File: src/poat_pkg.sv
// Package for the periodic/one-shot alarm table.
// It holds the transaction payload structs, the table entry layout and the operation and status codes.
// It has no dependencies.
`timescale 1ns / 1ps

package poat_pkg;

  // Operation codes carried in the func field.
  localparam logic [1:0] FUNC_TICK   = 2'd0;
  localparam logic [1:0] FUNC_ADD    = 2'd1;
  localparam logic [1:0] FUNC_REMOVE = 2'd2;

  // Result status codes.
  localparam logic [2:0] STAT_FIRED    = 3'd0;
  localparam logic [2:0] STAT_ADDED    = 3'd1;
  localparam logic [2:0] STAT_FULL     = 3'd2;
  localparam logic [2:0] STAT_REMOVED  = 3'd3;
  localparam logic [2:0] STAT_MISSING  = 3'd4;

  // A tick stops scanning after this many fire results.
  localparam int          MAX_RESULTS = 16;
  localparam int          FIRE_CW     = 5;

  typedef struct packed {
    logic [1:0]  func;
    logic [31:0] now_seconds;
    logic [31:0] job_id;
    logic        is_periodic;
    logic [31:0] interval_seconds;
    logic [31:0] at_time;
    logic        delete_after;
  } in_t;

  typedef struct packed {
    logic [2:0]  status;
    logic [31:0] result_id;
    logic        last;
  } out_t;

  typedef struct packed {
    logic [31:0] ident;
    logic        periodic;
    logic [31:0] interval;
    logic [31:0] oneshot_time;
    logic        autodelete;
    logic        enabled;
    logic [32:0] due_time;
  } entry_t;

endpackage

File: src/poat_ram.sv
// Generic single-write, single-read RAM with a registered read port.
// It is used for the alarm table storage and has no dependencies.
`timescale 1ns / 1ps

module poat_ram #(
  parameter int WIDTH = 8,
  parameter int DEPTH = 16
) (
  input  logic                                 clk,
  input  logic                                 wr_en,
  input  logic [(DEPTH > 1 ? $clog2(DEPTH) : 1)-1:0] wr_addr,
  input  logic [WIDTH-1:0]                     wr_data,
  input  logic [(DEPTH > 1 ? $clog2(DEPTH) : 1)-1:0] rd_addr,
  output logic [WIDTH-1:0]                     rd_data
);

  logic [WIDTH-1:0] mem [DEPTH];

  always_ff @(posedge clk) begin
    if (wr_en) begin
      mem[wr_addr] <= wr_data;
    end
    rd_data <= mem[rd_addr];
  end

endmodule

File: src/periodic_oneshot_alarm_table_top.sv
// Top level of the periodic/one-shot alarm table: sequencer, entry counter and output register.
// It depends on poat_pkg and instantiates poat_ram for the entry storage.
`timescale 1ns / 1ps

// The block keeps up to TABLE_SLOTS alarm entries in a compacted table held in one RAM
// with a registered read port. A transaction is taken only while the sequencer is idle,
// and a finished result may still wait in the output register at that time. An add writes
// the new entry at the end of the table, or finds the table full, and then presents its
// result. A remove compares the entries in turn, shifts the entries behind the deleted slot
// down one slot each, closes the search or the shift, and presents the result. A tick
// examines the entries in turn, shifts later entries down when an auto-delete one-shot
// fires, and closes the scan; when anything fired, it then presents the final fire result.
// The entries are stepped through the single RAM read port one at a time, and a stalled
// result channel holds the sequence. A tick with nothing due gives no result, and func
// value 3 is accepted and ignored.

module periodic_oneshot_alarm_table_top #(
  parameter int TABLE_SLOTS = 16
) (
  input  logic            clk,
  input  logic            rst_n,
  input  logic            in_valid,
  output logic            in_stall,
  input  poat_pkg::in_t   in_data,
  output logic            out_valid,
  input  logic            out_stall,
  output poat_pkg::out_t  out_data
);

  localparam int CW = $clog2(TABLE_SLOTS + 1);
  localparam int AW = (TABLE_SLOTS > 1) ? $clog2(TABLE_SLOTS) : 1;
  localparam logic [CW-1:0] SLOTS_C = CW'(TABLE_SLOTS);
  localparam logic [poat_pkg::FIRE_CW-1:0] MAX_FIRES =
    poat_pkg::FIRE_CW'(poat_pkg::MAX_RESULTS);

  typedef enum logic [2:0] {
    S_IDLE,
    S_RD,
    S_EV,
    S_SH_RD,
    S_SH_WR,
    S_EMIT
  } state_t;

  state_t                         state_r, state_nxt;
  logic [CW-1:0]                  count_r, count_nxt;
  logic [CW-1:0]                  idx_r, idx_nxt;
  logic [CW-1:0]                  sh_r, sh_nxt;
  logic [poat_pkg::FIRE_CW-1:0]   fires_r, fires_nxt;
  poat_pkg::in_t                  req_r, req_nxt;
  logic                           pend_valid_r, pend_valid_nxt;
  logic [31:0]                    pend_id_r, pend_id_nxt;
  logic [2:0]                     res_status_r, res_status_nxt;
  logic [31:0]                    res_id_r, res_id_nxt;
  logic                           out_valid_r, out_valid_nxt;
  poat_pkg::out_t                 out_data_r, out_data_nxt;

  logic                           wr_en;
  logic [AW-1:0]                  wr_addr;
  poat_pkg::entry_t               wr_data;
  logic [AW-1:0]                  rd_addr;
  poat_pkg::entry_t               rd_data;

  logic                           out_free;
  logic                           due_ok;
  logic [32:0]                    now_ext;
  logic [32:0]                    resched;
  logic [CW-1:0]                  sh_inc;
  poat_pkg::entry_t               new_ent;

  poat_ram #(
    .WIDTH ($bits(poat_pkg::entry_t)),
    .DEPTH (TABLE_SLOTS)
  ) u_ram (
    .clk     (clk),
    .wr_en   (wr_en),
    .wr_addr (wr_addr),
    .wr_data (wr_data),
    .rd_addr (rd_addr),
    .rd_data (rd_data)
  );

  assign in_stall  = (state_r != S_IDLE);
  assign out_valid = out_valid_r;
  assign out_data  = out_data_r;

  assign out_free = !out_valid_r || !out_stall;
  assign now_ext  = {1'b0, req_r.now_seconds};
  assign resched  = now_ext + {1'b0, rd_data.interval};
  assign due_ok   = rd_data.enabled && (rd_data.due_time != 33'd0) &&
                    (rd_data.due_time <= now_ext);
  assign sh_inc   = sh_r + 1'b1;

  // Entry built straight from the incoming add transaction.
  always_comb begin
    new_ent.ident        = in_data.job_id;
    new_ent.periodic     = in_data.is_periodic;
    new_ent.interval     = in_data.interval_seconds;
    new_ent.oneshot_time = in_data.at_time;
    new_ent.autodelete   = in_data.delete_after;
    new_ent.enabled      = 1'b1;
    if (in_data.is_periodic) begin
      new_ent.due_time = {1'b0, in_data.now_seconds} + {1'b0, in_data.interval_seconds};
    end else if (in_data.at_time > in_data.now_seconds) begin
      new_ent.due_time = {1'b0, in_data.at_time};
    end else begin
      new_ent.due_time = 33'd0;
      new_ent.enabled  = 1'b0;
    end
  end

  always_comb begin
    state_nxt      = state_r;
    count_nxt      = count_r;
    idx_nxt        = idx_r;
    sh_nxt         = sh_r;
    fires_nxt      = fires_r;
    req_nxt        = req_r;
    pend_valid_nxt = pend_valid_r;
    pend_id_nxt    = pend_id_r;
    res_status_nxt = res_status_r;
    res_id_nxt     = res_id_r;
    out_valid_nxt  = out_valid_r && out_stall;
    out_data_nxt   = out_data_r;
    wr_en          = 1'b0;
    wr_addr        = idx_r[AW-1:0];
    wr_data        = rd_data;
    rd_addr        = idx_r[AW-1:0];

    case (state_r)
      S_IDLE: begin
        if (in_valid) begin
          req_nxt        = in_data;
          idx_nxt        = '0;
          fires_nxt      = '0;
          pend_valid_nxt = 1'b0;
          res_id_nxt     = in_data.job_id;
          case (in_data.func)
            poat_pkg::FUNC_TICK: begin
              state_nxt = S_RD;
            end
            poat_pkg::FUNC_ADD: begin
              if (count_r >= SLOTS_C) begin
                res_status_nxt = poat_pkg::STAT_FULL;
              end else begin
                wr_en          = 1'b1;
                wr_addr        = count_r[AW-1:0];
                wr_data        = new_ent;
                count_nxt      = count_r + 1'b1;
                res_status_nxt = poat_pkg::STAT_ADDED;
              end
              state_nxt = S_EMIT;
            end
            poat_pkg::FUNC_REMOVE: begin
              state_nxt = S_RD;
            end
            default: begin
              state_nxt = S_IDLE;
            end
          endcase
        end
      end

      S_RD: begin
        if (req_r.func == poat_pkg::FUNC_TICK) begin
          if ((idx_r >= count_r) || (fires_r >= MAX_FIRES)) begin
            // The held fire result is the final one of this tick.
            if (pend_valid_r) begin
              res_status_nxt = poat_pkg::STAT_FIRED;
              res_id_nxt     = pend_id_r;
              state_nxt      = S_EMIT;
            end else begin
              state_nxt = S_IDLE;
            end
          end else begin
            state_nxt = S_EV;
          end
        end else begin
          if (idx_r >= count_r) begin
            res_status_nxt = poat_pkg::STAT_MISSING;
            state_nxt      = S_EMIT;
          end else begin
            state_nxt = S_EV;
          end
        end
      end

      S_EV: begin
        if (req_r.func == poat_pkg::FUNC_REMOVE) begin
          if (rd_data.ident == req_r.job_id) begin
            sh_nxt    = idx_r;
            state_nxt = S_SH_RD;
          end else begin
            idx_nxt   = idx_r + 1'b1;
            state_nxt = S_RD;
          end
        end else if (!due_ok) begin
          idx_nxt   = idx_r + 1'b1;
          state_nxt = S_RD;
        end else if (!pend_valid_r || out_free) begin
          // A fire result is held one step so that its last flag is known when it leaves.
          if (pend_valid_r) begin
            out_valid_nxt          = 1'b1;
            out_data_nxt.status    = poat_pkg::STAT_FIRED;
            out_data_nxt.result_id = pend_id_r;
            out_data_nxt.last      = 1'b0;
          end
          pend_valid_nxt = 1'b1;
          pend_id_nxt    = rd_data.ident;
          fires_nxt      = fires_r + 1'b1;
          if (rd_data.periodic) begin
            wr_en            = 1'b1;
            wr_data.due_time = resched;
            idx_nxt          = idx_r + 1'b1;
            state_nxt        = S_RD;
          end else if (rd_data.autodelete) begin
            sh_nxt    = idx_r;
            state_nxt = S_SH_RD;
          end else begin
            wr_en            = 1'b1;
            wr_data.enabled  = 1'b0;
            wr_data.due_time = 33'd0;
            idx_nxt          = idx_r + 1'b1;
            state_nxt        = S_RD;
          end
        end
      end

      S_SH_RD: begin
        rd_addr = sh_inc[AW-1:0];
        if (sh_inc < count_r) begin
          state_nxt = S_SH_WR;
        end else begin
          count_nxt = count_r - 1'b1;
          if (req_r.func == poat_pkg::FUNC_TICK) begin
            // The entry shifted into this slot is examined next.
            state_nxt = S_RD;
          end else begin
            res_status_nxt = poat_pkg::STAT_REMOVED;
            state_nxt      = S_EMIT;
          end
        end
      end

      S_SH_WR: begin
        rd_addr   = sh_inc[AW-1:0];
        wr_en     = 1'b1;
        wr_addr   = sh_r[AW-1:0];
        wr_data   = rd_data;
        sh_nxt    = sh_inc;
        state_nxt = S_SH_RD;
      end

      S_EMIT: begin
        if (out_free) begin
          out_valid_nxt          = 1'b1;
          out_data_nxt.status    = res_status_r;
          out_data_nxt.result_id = res_id_r;
          out_data_nxt.last      = 1'b1;
          pend_valid_nxt         = 1'b0;
          state_nxt              = S_IDLE;
        end
      end

      default: begin
        state_nxt = S_IDLE;
      end
    endcase
  end

  always_ff @(posedge clk) begin
    if (!rst_n) begin
      state_r      <= S_IDLE;
      count_r      <= '0;
      pend_valid_r <= 1'b0;
      out_valid_r  <= 1'b0;
    end else begin
      state_r      <= state_nxt;
      count_r      <= count_nxt;
      pend_valid_r <= pend_valid_nxt;
      out_valid_r  <= out_valid_nxt;
    end
    idx_r        <= idx_nxt;
    sh_r         <= sh_nxt;
    fires_r      <= fires_nxt;
    req_r        <= req_nxt;
    pend_id_r    <= pend_id_nxt;
    res_status_r <= res_status_nxt;
    res_id_r     <= res_id_nxt;
    out_data_r   <= out_data_nxt;
  end

endmodule

File: config.mk
export PLATFORM = sky130hd
export DESIGN_NAME = periodic_oneshot_alarm_table_top
export DESIGN_NICKNAME = d
export VERILOG_FILES = /design/src/poat_pkg.sv /design/src/poat_ram.sv /design/src/periodic_oneshot_alarm_table_top.sv
export SDC_FILE = /design/constraint.sdc
export NUM_CORES = 2
export LEC_CHECK = 0
export BUFFER_PORTS_ARGS = -buffer_cell sky130_fd_sc_hd__buf_2
export CAP_MARGIN = 20
export CORE_ASPECT_RATIO = 0.75
export CORE_MARGIN = 2
export CORE_UTILIZATION = 35
export DETAILED_ROUTE_END_ITERATION = 7
export SETUP_SLACK_MARGIN = 0.5
export SYNTH_ARGS = -nofsm -noshare
export SYNTH_HDL_FRONTEND = slang
export SYNTH_SLANG_ARGS = --single-unit
File: constraint.sdc
create_clock -name clk -period 21 [get_ports clk]
set_input_delay 6.3 -clock clk [delete_from_list [all_inputs] [get_ports clk]]
set_output_delay 6.3 -clock clk [all_outputs]
set_load 0.05 [all_outputs]
==> qor.yml <==
overflow: 0
vias: 51000
p_per_area_mw_per_mm2: 140
cts_made_buffers: 187
max-vdd-ir-drop_v: 0.000211
rows: 151
hp-class: "reg -> reg"
first_iter_violations: 6806
clk_pin_slew_worst_paths_ns: 0.06
cts_htree_levels: 4
routed_wl_um: 224000
io_pins: 174
dpl.hpwl_um: 125000
timing.setup.tns_ns: 0
drive_gt1_share_pct: 10.2
core_mm2: 0.226
grt_use_met1_pct: 28.1
busiest_layer: "met1"
seq_area_frac_synth_pct: 70.0
worstPathArrival_ns: 11.36
clk_path_buf_depth: 4
dpl_cell_area_mm2: 0.0837
synth_top_family_by_area: "compound AO/OA/AOI/OAI gates"
area_growth_pct: 12.4
syn-cell-area_mm2: 0.0797
io_buffers: 173
antenna_found_initial: 21
grt_usage_pct: 18.7
yosys_warnings: 0
status: "complete, no violations"
viasPerCell: 5.55
fin_hold_ws_ns: 0.481
synth_mux_area_share_pct: 0.603
die_x_um: 555
grt_max_degree: 239
first_pass_iters: 7
clock.fmax_ghz: 0.0918
rsz0062_at_grt: "no"
synth_fp_nets: 6279
relSlewSlack_pct: 2.55
postLayoutCellArea_mm2: 0.0896
tightest_slew_ns: 1.46
layout_commonest_cell: "edfxtp_1"
use_met2_pct: 27.6
wire_per_inst_um: 24.3
drtAntennaViolNets: 0
finalMaxSlewViolations: 0
synth_edf_count: 1784
post-synth-top-area-cell: "edfxtp_1"
drc: 0
synthAdderAreaFrac_pct: 2.32
clock-skew-final_ns: 0.0840
worstPathRequired_ns: 21.46
postLayoutCoreUtil_pct: 39.6
cap_violations: 0
yosysUniqueCellTypes: 86
synth_top_area_share_pct: 67.2
synth_area_leaders: "edfxtp_1, nand2_1, a211oi_1"
synthXorXnorAreaFrac_pct: 1.08
die_area_mm2: 0.232
use_met3_pct: 3.77
n_antenna_cell: 0
grt_pass1_wl_um: 325000
endpoint_kind: "flip-flop"
critPathMaxFanout: 43
cts_resized: 0
netlist_instances: 5997
synth_compound_area_share_pct: 12.9
synth_area_per_cell_um2: 13.3
leakage_nw: 29.6
synth-simple-area-share_pct: 10.5
cts_root_buf: "clkbuf_16"
cts_hold_buf: 0
crit_type: "in -> reg"
ys.flop_type: "edfxtp_1"
finalHoldViolCount: 0
die_h_um: 417
cts_tree: "built"
cts_setup_buffers: 0
finalCritPeriodShare_pct: 51.9
gp_congestion: 0.901
clk-insertion-delay-late_ns: 0.86
start_kind: "input port"
ys_seq_elements: 1894
synthArstFlopShare_pct: 0
mostFrequentLayoutCells: "edfxtp_1, nand2_1, a211oi_1"
grt_pass1_vias: 47900
fin_crit_ns: 10.90
clkSinkCount: 1894
initial_core_util_pct: 35.2
final_nets: 6353
finalSetupViolCount: 0
-- synth_stat cells (26+ instances only) --
| master | instances |
|---|---|
| and2_0 | 170 |
| a211oi_1 | 514 |
| inv_1 | 94 |
| nand2_1 | 1180 |
| buf_2 | 98 |
| nand3_1 | 42 |
| ha_1 | 143 |
| a311oi_1 | 201 |
| a21oi_1 | 310 |
| mux2_2 | 32 |
| nand4_1 | 26 |
| xor2_1 | 53 |
| clkbuf_1 | 264 |
| a31oi_1 | 214 |
| xnor2_1 | 45 |
| edfxtp_1 | 1784 |
| a21o_1 | 26 |
| dfxtp_1 | 110 |
| o21ai_0 | 60 |
| and2_1 | 239 |
| nor2_1 | 84 |
-- routing by layer --
metal	vias to the layer above	wire, um
met3	327	20500
met1	25500	103000
met5	-	51
met4	8	4810
met2	2235	95900
li1	23000	-
-- power by group --
part           switching [mW]  internal (mW)  leakage, nW
combinational            2.86           1.19         9.66
clock                    1.41           1.85         2.87
sequential              0.271           4.97         17.1
total                    4.54           8.00         29.6
-- stage by stage --
step	instances	power, mW	setup slack, ns
final	9198	12.5	10.10
after global routing	9198	13.2	9.97
after CTS	9192	12.5	10.23
after detailed placement	8859	9.29	9.35
after global placement	8853	9.22	9.42
after floorplan	5997	8.02	2.70
-- worst max-delay path: stages --
cell      delay [ns]
buf_2           0.13
nand3b_1        0.19
nand2b_1        0.57
nor2_1          0.18
a22oi_1         0.18
nor2_1          0.08
a221oi_1        0.62
nand3_1         0.37
nor2_4          0.89
buf_4           0.94
buf_4           0.79
-- final cells by class --
cell class	instances	area, um2
Inverter	97	364
Clock buffer	268	5310
Tap cell	2983	3730
Sequential cell	1894	55800
Fill cell	20800	137000
Multi-Input combinational cell	3607	22000
Clock inverter	65	546
Timing Repair Buffer	284	1840
-- final timing paths --
| path | startpoint | endpoint | slack (ns) | cells after the start |
|---|---|---|---|---|
| worst max-delay path | in_valid | u_ram.mem[4][77] | 10.10 | 11 |
| worst min-delay path | res_id_r[1] | out_data[2] | 0.48 | 2 |
| worst max register to register | now_ext[24] | u_ram.mem[4][77] | 13.65 | 14 |
| worst min register to register | res_id_r[1] | out_data[2] | 0.48 | 2 |
-- cell families (layout without fill, tap and decap cells) --
logic type               count (synthesis)  count (layout)
flip-flops                            1894            1894
AND/OR/NAND/NOR                       1851            1851
AO/OA/AOI/OAI                         1468            1468
buffers and inverters                  496             714
adder cells (fa/ha/maj)                146             146
XOR/XNOR                                98              98
multiplexers                            44              44
-- sequential cells by signal (all words and copies together) (netlist names) --
register	count
idx_r	5
now_ext	32
pend_valid_r	1
sh_r	5
req_r	34
res_status_r	3
out_valid	1
fires_r	5
state_r	3
count_r	5
out_data	36
pend_id_r	32
u_ram.rd_data	100
u_ram.mem	1600
res_id_r	32
Note: power is estimated with default switching activity, not from simulation.
